--- src/rtl/core/ptd_pkg.sv ---
// Package for the trial-division primality test.
// Shared widths, defaults and the control/status structs of the remainder unit.
// No dependencies.
`default_nettype none

package ptd_pkg;

  localparam int WidthDef = 16;  // default working width of the test
  localparam int CandW    = 16;  // width of the candidate field on the port

  typedef struct packed {
    logic start;      // load dividend and divisor, begin a remainder pass
  } rem_ctrl_t;

  typedef struct packed {
    logic done;       // one-cycle pulse at the end of a pass
    logic zero;       // remainder is zero, valid while done is high
  } rem_stat_t;

endpackage

`default_nettype wire

--- src/rtl/core/ptd_rem.sv ---
// Shared remainder unit: restoring division, one dividend bit per cycle.
// Depends on ptd_pkg for the control and status structs.
`default_nettype none

module ptd_rem import ptd_pkg::*; #(
  parameter int Width = WidthDef
) (
  input  wire logic             clk_i,
  input  wire logic             rst_ni,
  input  wire rem_ctrl_t        ctrl_i,
  input  wire logic [Width-1:0] dividend_i,
  input  wire logic [Width-1:0] divisor_i,
  output rem_stat_t             stat_o
);

  localparam int CntW = $clog2(Width + 1);

  logic             busy_q, busy_d;
  logic             done_q, done_d;
  logic [CntW-1:0]  cnt_q, cnt_d;
  logic [Width-1:0] nsh_q, nsh_d;
  logic [Width-1:0] rem_q, rem_d;
  logic [Width-1:0] dsr_q, dsr_d;
  logic [Width:0]   rem_sh;
  logic [Width:0]   rem_sub;
  logic             fits;

  always_comb begin
    rem_sh  = {rem_q, nsh_q[Width-1]};
    rem_sub = rem_sh - {1'b0, dsr_q};
    fits    = rem_sh >= {1'b0, dsr_q};

    busy_d = busy_q;
    done_d = 1'b0;
    cnt_d  = cnt_q;
    nsh_d  = nsh_q;
    rem_d  = rem_q;
    dsr_d  = dsr_q;

    if (ctrl_i.start) begin
      busy_d = 1'b1;
      cnt_d  = CntW'(Width);
      nsh_d  = dividend_i;
      rem_d  = '0;
      dsr_d  = divisor_i;
    end else if (busy_q) begin
      // shift in the next dividend bit, subtract when the divisor fits
      nsh_d = {nsh_q[Width-2:0], 1'b0};
      rem_d = fits ? rem_sub[Width-1:0] : rem_sh[Width-1:0];
      cnt_d = cnt_q - CntW'(1);
      if (cnt_q == CntW'(1)) begin
        busy_d = 1'b0;
        done_d = 1'b1;
      end
    end
  end

  always_ff @(posedge clk_i or negedge rst_ni) begin
    if (!rst_ni) begin
      busy_q <= 1'b0;
      done_q <= 1'b0;
      cnt_q  <= '0;
    end else begin
      busy_q <= busy_d;
      done_q <= done_d;
      cnt_q  <= cnt_d;
    end
  end

  always_ff @(posedge clk_i) begin
    nsh_q <= nsh_d;
    rem_q <= rem_d;
    dsr_q <= dsr_d;
  end

  assign stat_o.done = done_q;
  assign stat_o.zero = (rem_q == '0);

endmodule

`default_nettype wire

--- config.mk ---
export PLATFORM = sky130hd
export DESIGN_NAME = ptd_rem
export DESIGN_NICKNAME = d
export VERILOG_FILES = /design/src/rtl/core/ptd_pkg.sv /design/src/rtl/core/ptd_rem.sv
export SDC_FILE = /design/constraint.sdc
export NUM_CORES = 1
export LEC_CHECK = 0
export BUFFER_PORTS_ARGS = -buffer_cell sky130_fd_sc_hd__buf_4
export CAP_MARGIN = 10
export CELL_PAD_IN_SITES_DETAIL_PLACEMENT = 1
export CELL_PAD_IN_SITES_GLOBAL_PLACEMENT = 2
export CORE_ASPECT_RATIO = 1.2
export CORE_MARGIN = 5
export CORE_UTILIZATION = 43
export CTS_BUF_LIST = sky130_fd_sc_hd__clkbuf_8
export DETAILED_ROUTE_END_ITERATION = 10
export HOLD_SLACK_MARGIN = 0.15
export PLACE_DENSITY_LB_ADDON = 0.1
export SETUP_SLACK_MARGIN = 0.05
export SYNTH_ARGS = -nofsm -noshare
export SYNTH_HDL_FRONTEND = slang
export SYNTH_SLANG_ARGS = --single-unit
--- constraint.sdc ---
create_clock -name clk_i -period 3.9 [get_ports clk_i]
set_input_delay 0.195 -clock clk_i [delete_from_list [all_inputs] [get_ports clk_i]]
set_output_delay 0.195 -clock clk_i [all_outputs]
set_load 0.005 [all_outputs]
==> results by group, run 1 <==
Outcome
  • Outcome: complete, no violations

Synthesis
  • Post-synth top flop: edfxtp_1
  • Register bit total from synthesis: 55
  • Synth Area in XOR/XNOR: 3.43%
  • Simple-gate share of the synthesized area: around 14%
  • Yosys top cell area share: between 20 and 30%
  • Multiplexer area fraction after synthesis: around 6%
  • Netlist cell types: between 60 and 70
  • Post-Syn Nets: 370
  • Avg Cell Area, Syn: around 11 µm²
  • Post-synthesis adder-cell area fraction: between 7 and 8%
  • Syn Inst Count: 316
  • Post-synth EDFFs: 32
  • Synth top area cells: edfxtp_1, dfxtp_1, ha_1
  • Largest family of logic cells by synthesized area: compound AO/OA/AOI/OAI gates
  • Mapped cell area: 3320 µm²
  • Biggest area consumer among synthesized cells: edfxtp_1
  • Sequential area share after synthesis: a little over two fifths
  • Synth Area in Compound Gates: between 10% and 20%
  • Warnings from Yosys: 0
  • Ys async rst share: between 10 and 15%

Clocking
  • TritonCTS Buffers: 5
  • CTS tree: done
  • H-tree lvl count: 2
  • Reg clk slew, reported paths: 0.11 ns
  • Hold Buf Count CTS: 17
  • Skew-Pair Late Insertion Delay: roughly 0.31 ns
  • # clock sinks: 55
  • CTS root buffer: clkbuf_8
  • Post-CTS setup repair buffer count: 0
  • Clock Path Buffers: 2
  • Post_cts resized: 0

Setup path
  • Bufs and invs on worst path: 2
  • Critical Path Max Stage Delay: approximately 0.87 ns
  • Worst setup EP type: flop
  • Slowest CP cell: o41ai_4
  • Critical-path maximum fanout: 17
  • Largest delay contributor family on the critical path: compound AO/OA/AOI/OAI gates
  • Arr. time, crit path: roughly 3.1 ns
  • CP Cell Sequence: inv_1 -> ha_1 -> nand4_1 -> or2_1 -> o41ai_4 -> buf_4 -> o41ai_1 -> a31o_2
  • Startpoint types: flop
  • Setup CP Type: flop to flop
  • Required @ worst endpoint: 4.11 ns

STA
  • Final Skew: roughly 0.0047 ns
  • Least-Margin Pin Slew: 0.913 ns
  • Fmax: between 0.3 and 0.4 GHz
  • RSZ-0062 raised after global routing: no
  • Tcrit/Tclk final: between 70% and 80%
  • Final Max Slew Viols: 0
  • Final Hold Vio Count: 0
  • Setup tns final: 0 ns
  • Minimum clock period: roughly 2.9 ns
  • Slew headroom: about two fifths
  • Setup violators final: 0

GRT
  • Initial antenna violation count: 0
  • GRT Util Overall: about 17%
  • Global route total overflow: 0
  • Largest net degree at the start of global routing: 53
  • First-pass GRT wire length: 13500 µm
  • Vias in the first global route: 2663

Power and ir drop
  • P_leak: about 0.0016 µW
  • Final Power: between 2000 and 2500 µW
  • Pwr dens: roughly 590 nW/µm²
  • VDD IR max: 0.239 mV

Drt
  • Vias: about 2500
  • 1st-iter DRT viols: 47
  • Via/cell ratio: roughly 5.5
  • Antenna Nets Post-Route: 0
  • DRC viols: 0
  • WL per Instance: roughly 18 µm
  • Routed WL: approximately 8000 µm
  • DR pass1 iterations: 4

Finish
  • N_diodes: 0
  • Most frequent cells in the layout: buf_4, nor2_1, edfxtp_1, inv_1, ha_1
  • Most common cell after layout, fill and taps aside: buf_4
  • Area Growth Syn to Fin: 15.6%
  • Net count, final: about 420
  • FILL cells: ~870
  • Share of cells above drive strength 1: between 20% and 30%
  • Finished layout cell area: roughly 3800 µm²

Worst hold path
  • Hold Crit Class: primary input to flop

Floorplan
  • Starting Density: between 40% and 50%
  • # IOs: 37
  • Die W: approximately 90 µm
  • Die Ht: between 100 and 150 µm
  • Std cell rows: 35
  • CORE AREA: ~7600 µm²
  • Die ar.: approximately 9600 µm²

Place
  • HPWL Detailed: just under 6000 µm
  • Final GP Congestion: between 0.7 and 0.8
  • Placed cell area: ~3600 µm²
  • IO Port Bufs: 36

Run
  • MaxCap Viol Count: 0
final cells by class:
cell class                 count  area [µm²]  area share, %
inverter                      23        86.3           2.25
clock buffer                   5        68.8           1.79
multi-input combinational    222        1630           42.4
sequential                    55        1460           37.9
clock inverter                 3        22.5          0.586
timing repair buffer          56         463           12.1
tap                           92         115           3.00
Yosys cell counts, drive strengths merged, types with 3 or more instances:
cell type and n:
nand3 5, nor2 34, nor2b 3, o311a 6
a21oi 16, a211oi 4, nor4 6, edfxtp 32
clkbuf 4, buf 12, xor2 4, mux2i 3
nand4 4, ha 18, nand2 17, xnor2 9
o31ai 4, or3b 3, dfxtp 16, or2 3
a311oi 4, o211ai 5, nand2b 7, dfrtp 7
inv 22, mux2 15, o21ai 14, a21o 8
metal layers:
layer | vias to the layer above | GRT usage, % | wire (µm)
li1 | 1262 | - | -
met1 | 1230 | 22.1 | 3710
met2 | 27 | 30.4 | 4080
met3 | 4 | 2.48 | 170
met4 | 0 | 3.51 | 72
met5 | - | 0 | 0
power by group:
group / leakage (µW) / total [µW] / switching, µW / internal [µW]
clock: 0.0000489 / 335 / 205 / 131
combinational: 0.00105 / 1060 / 578 / 481
sequential: 0.000543 / 855 / 112 / 742
total: 0.00164 / 2250 / 895 / 1350
kinds of logic (layout without fill, tap and decap cells):
family,after synthesis,count (layout)
AOI/OAI and AO/OA,80,80
xor gates and xnor gates,13,13
adders and majority gates,19,19
buffers and inverters,39,87
DFF,55,55
muxes,18,18
and+or+nand+nor,92,92
state kept, by name, indices dropped and copies added, names as in the netlist:
name	count
busy_q	1
rem_q	16
done_q	1
nsh_q	16
cnt_q	5
dsr_q	16
per-stage QoR:
step	hold WS [ns]	utilization, %	setup slack, ns	std cells
final	0.161	50.4	1.02	456
after global routing	0.154	50.4	0.761	456
after CTS	0.155	50.4	0.998	456
after detailed placement	0.0132	47.0	1.02	431
after global placement	0.0114	47.0	1.03	431
after floorplan	-0.101	-	1.56	316
final timing paths:
| check | cells after the start | slack, ns | from | end |
|---|---|---|---|---|
| worst max-delay path | 8 | 1.02 | dsr_q[6] | rem_q[14] |
| worst min-delay path | 2 | 0.16 | dividend_i[0] | nsh_q[0] |
| worst max register to register | 8 | 1.02 | dsr_q[6] | rem_q[14] |
| worst min register to register | 2 | 0.54 | rem_q[1] | rem_q[1] |
| max in group asynchronous | 2 | 3.56 | rst_ni | cnt_q[1] |
| min in group asynchronous | 2 | 0.22 | rst_ni | busy_q |
Note: power is estimated with default switching activity, not from simulation.
==> run 2, diff against run 1 <==
- ABC_AREA: not set -> 1
- CORE_UTILIZATION: 43 -> 32
- clock period: 3.9 -> 2.5 ns (I/O delays scaled with it)
==> run 2 against run 1 <==
  * Sequential share of layout area down 4.0 points
  * Critical path depth up 6
  * Non-clock buffer count up 19
  * Maximum frequency up 35%
  * Via count up 22%
  * Count of clock-buffer cells in the layout unchanged
  * Synthesized cell count up 47%
  * Highest routed layer unchanged
==> results by group, run 2 <==
Setup path
  • Worst R2R Setup Slack: 0.37 ns (was 1.02 ns)
  • RR Endpoint: rem_q[14] (unchanged)
  • CP Cell Sequence: inv_1 -> ha_1 -> inv_1 -> fa_2 -> nand3_1 -> nand3_1 -> nand2_1 -> nand2_1 -> nand2_1 -> nand2_1 -> nand2_1 -> nand3_1 -> nand2_1 -> nand2_1 (was inv_1 -> ha_1 -> nand4_1 -> or2_1 -> o41ai_4 -> buf_4 -> o41ai_1 -> a31o_2)
  • Most numerous cell on the critical path: nand2_1
  • Worst setup EP type: flop (unchanged)
  • Startpoint types: flop (unchanged)
  • Critical-path maximum fanout: 4 (was 17)
  • FF-to-FF path depth: 14 (was 8)
  • Reg-to-reg critical path startpoint: nsh_q[15] (was dsr_q[6])
  • Arr. time, crit path: 2.35 ns (was 3.09 ns)
  • Required @ worst endpoint: 2.72 ns (was 4.11 ns)
  • Slowest CP cell: fa_2 (was o41ai_4)
  • Critical Path Max Stage Delay: 0.41 ns (was 0.87 ns)
  • Largest delay contributor family on the critical path: simple AND/OR/NAND/NOR gates (was compound AO/OA/AOI/OAI gates)
  • Bufs and invs on worst path: 2 (unchanged)
  • Setup CP Type: flop to flop (unchanged)

Clocking
  • CTS root buffer: clkbuf_8 (unchanged)
  • Reg clk slew, reported paths: 0.11 ns (about the same)
  • H-tree lvl count: 2 (unchanged)
  • Skew-Pair Late Insertion Delay: 0.32 ns (was 0.31 ns)
  • # clock sinks: 55 (unchanged)
  • Post-CTS setup repair buffer count: 0 (unchanged)
  • TritonCTS Buffers: 5 (unchanged)
  • Clock Path Buffers: 2 (unchanged)
  • CTS tree: done (unchanged)

Finish
  • Largest regs: dsr_q (16), nsh_q (16), rem_q (16) (unchanged)
  • N_diodes: 0 (unchanged)
  • Finished layout cell area: 4290 µm² (was 3840 µm²)
  • Most common cell after layout, fill and taps aside: nand2_1 (was buf_4)
  • Share of cells above drive strength 1: 11.7% (was 21.7%)
  • Most frequent cells in the layout: nand2_1, inv_1, nand3_1, buf_4, dlygate4sd3_1 (was buf_4, nor2_1, edfxtp_1, inv_1, ha_1)
  • Finished Core Util: 40.8% (was 50.4%)
  • Area Growth Syn to Fin: 25.1% (was 15.6%)
  • Net count, final: 593 (was 417)

Drt
  • 1st-iter DRT viols: 71 (was 47)
  • Antenna Nets Post-Route: 0 (unchanged)
  • Via/cell ratio: 4.59 (was 5.53)
  • WL per Instance: 14.6 µm (was 17.6 µm)
  • Vias: 3070 (was 2523)
  • DR pass1 iterations: 4 (unchanged)
  • DRC viols: 0 (unchanged)
  • Routed WL: 9800 µm (was 8040 µm)

Power and ir drop
  • P_leak: 0.00223 µW (was 0.00164 µW)
  • Pwr dens: 954 nW/µm² (was 585 nW/µm²)
  • VDD IR max: 0.366 mV (was 0.239 mV)

Synthesis
  • Post-Syn Nets: 520 (was 370)
  • Register bit total from synthesis: 55 (unchanged)
  • Post-synth EDFFs: 32 (unchanged)
  • Yosys top cell area share: 28.0% (was 28.9%)
  • Avg Cell Area, Syn: 7.36 µm² (was 10.5 µm²)
  • Netlist cell types: 33 (was 63)
  • Biggest area consumer among synthesized cells: edfxtp_1 (unchanged)
  • Sequential area share after synthesis: 42.5% (was 43.8%)
  • Most frequent cell after synthesis: nand2_1 (was nor2_1)
  • Syn Inst Count: 466 (was 316)
  • Synth top area cells: edfxtp_1, nand2_1, dfxtp_1 (was edfxtp_1, dfxtp_1, ha_1)
  • Post-synth top flop: edfxtp_1 (unchanged)
  • Synth top cells by count: nand2_1, inv_1, nand3_1 (was nor2_1, edfxtp_1, inv_1)
  • Warnings from Yosys: 0 (unchanged)
  • Ys async rst share: 12.7% (unchanged)
  • Mapped cell area: 3430 µm² (was 3320 µm²)

Floorplan
  • # IOs: 37 (unchanged)
  • Die Ht: 123 µm (was 106 µm)
  • Die ar.: 12900 µm² (was 9590 µm²)
  • Starting Density: 32.6% (was 43.6%)
  • CORE AREA: 10500 µm² (was 7620 µm²)
  • Std cell rows: 41 (was 35)
  • Die W: 104 µm (was 90.2 µm)

STA
  • Minimum clock period: 2.13 ns (was 2.88 ns)
  • Setup violators final: 0 (unchanged)
  • Setup tns final: 0 ns (unchanged)
  • Least-Margin Pin Slew: 1.09 ns (was 0.913 ns)
  • Final Skew: 0.00788 ns (was 0.00469 ns)
  • RSZ-0062 raised after global routing: no (unchanged)
  • Final Hold Vio Count: 0 (unchanged)
  • Tcrit/Tclk final: 85.2% (was 73.8%)
  • Slew headroom: 27.4% (was 38.9%)
  • Final Max Slew Viols: 0 (unchanged)
  • Fmax: 0.470 GHz (was 0.348 GHz)

Worst hold path
  • Worst Hold Launch: ctrl_i (was dividend_i[0])
  • Hold path cells: 1 (was 2)
  • Hold Crit Class: primary input to flop (unchanged)
  • WHS Endpoint: dsr_q[2] (was nsh_q[0])

Place
  • Final GP Congestion: 0.809 (was 0.798)
  • Placed cell area: 3840 µm² (was 3580 µm²)
  • IO Port Bufs: 36 (unchanged)
  • HPWL Detailed: 7650 µm (was 5760 µm)

GRT
  • Vias in the first global route: 3196 (was 2663)
  • Largest net degree at the start of global routing: 24 (was 53)
  • GRT Util Overall: 15.9% (was 17.1%)
  • First-pass GRT wire length: 16300 µm (was 13500 µm)
  • Initial antenna violation count: 0 (unchanged)
  • Global route total overflow: 0 (unchanged)

Run
  • MaxCap Viol Count: 0 (unchanged)

Outcome
  • Outcome: complete, no violations (unchanged)
run 2: changes by cell type in the layout (fill, tap and decap cells not counted), sizes merged, moves of 7 or more:
cell         previous run  this run
nand2                  17       177
inv                    24        85
nand3                   5        47
dlygate4sd3            17        34
mux2                   15         0
nor2                   34        23
a21o                    8         0
nand2b                  7         0
run 2: kinds of logic (layout without fill, tap and decap cells):
kind of cell,Yosys count,in the layout,share of synthesized area (%)
AND/OR/NAND/NOR,266,266,33.8
buffers and inverters,94,168,11.1
flip-flops,55,55,42.5
AO/OA/AOI/OAI,25,25,3.76
adder cells (fa/ha/maj),19,19,7.15
XOR/XNOR,7,7,1.79
run 2: area by class of cell:
class | instances | area (µm²)
multi-input combinational | 317 | 1600
clock buffer | 5 | 68.8
clock inverter | 3 | 41.3
tap | 129 | 161
sequential | 55 | 1460
inverter | 85 | 319
fill | 1278 | 6230
timing repair buffer | 75 | 648
run 2: where the power goes:
part | switching [µW] | internal [µW] | leakage [µW]
clock network | 314 | 296 | 0.0000556
registers | 126 | 1160 | 0.000549
logic | 1400 | 804 | 0.00162
total | 1840 | 2260 | 0.00223
run 2: how the worst max path moves through the flow:
stage	cells after the start	start	slack (ns)	to
after floorplan	14	nsh_q[15]	0.69	rem_q[14]
after global placement	14	nsh_q[15]	0.28	rem_q[14]
after detailed placement	14	nsh_q[15]	0.30	rem_q[14]
after CTS	14	nsh_q[15]	0.28	rem_q[14]
after global routing	14	nsh_q[15]	0.13	rem_q[14]
final	14	nsh_q[15]	0.37	rem_q[14]
run 2: per-layer routing:
layer	track usage (%)	vias up	wire (µm)
li1	-	1604	-
met5	0	-	0
met1	20.4	1414	4500
met3	1.67	7	319
met4	4.45	0	133
met2	28.4	45	4840
run 2: per-stage QoR:
stage / hold slack (ns) / instances / setup WS [ns] / power, µW
2_1_floorplan: -0.171 / 466 / 0.692 / 2870
3_3_place_gp: -0.0567 / 627 / 0.282 / 3470
3_5_place_dp: -0.0563 / 627 / 0.304 / 3470
4_1_cts: 0.185 / 669 / 0.275 / 4150
5_1_grt: 0.186 / 669 / 0.128 / 4510
6_report: 0.198 / 669 / 0.371 / 4090
run 2: worst register-to-register path: stages, from the launching register on:
cell      delay (ns)
edfxtp_1        0.37
inv_1           0.08
ha_1            0.14
inv_1           0.12
fa_2            0.42
nand3_1         0.12
nand3_1         0.13
nand2_1         0.10
nand2_1         0.10
nand2_1         0.11
nand2_1         0.06
nand2_1         0.06
nand3_1         0.09
nand2_1         0.08
nand2_1         0.04
run 2: repair_timing:
item | CTS | global route
resized for setup | 0 | 1
hold buffers | 34 | 0
endpoints found under the hold margin | 39 | 0
endpoints found under the setup margin | 0 | 1
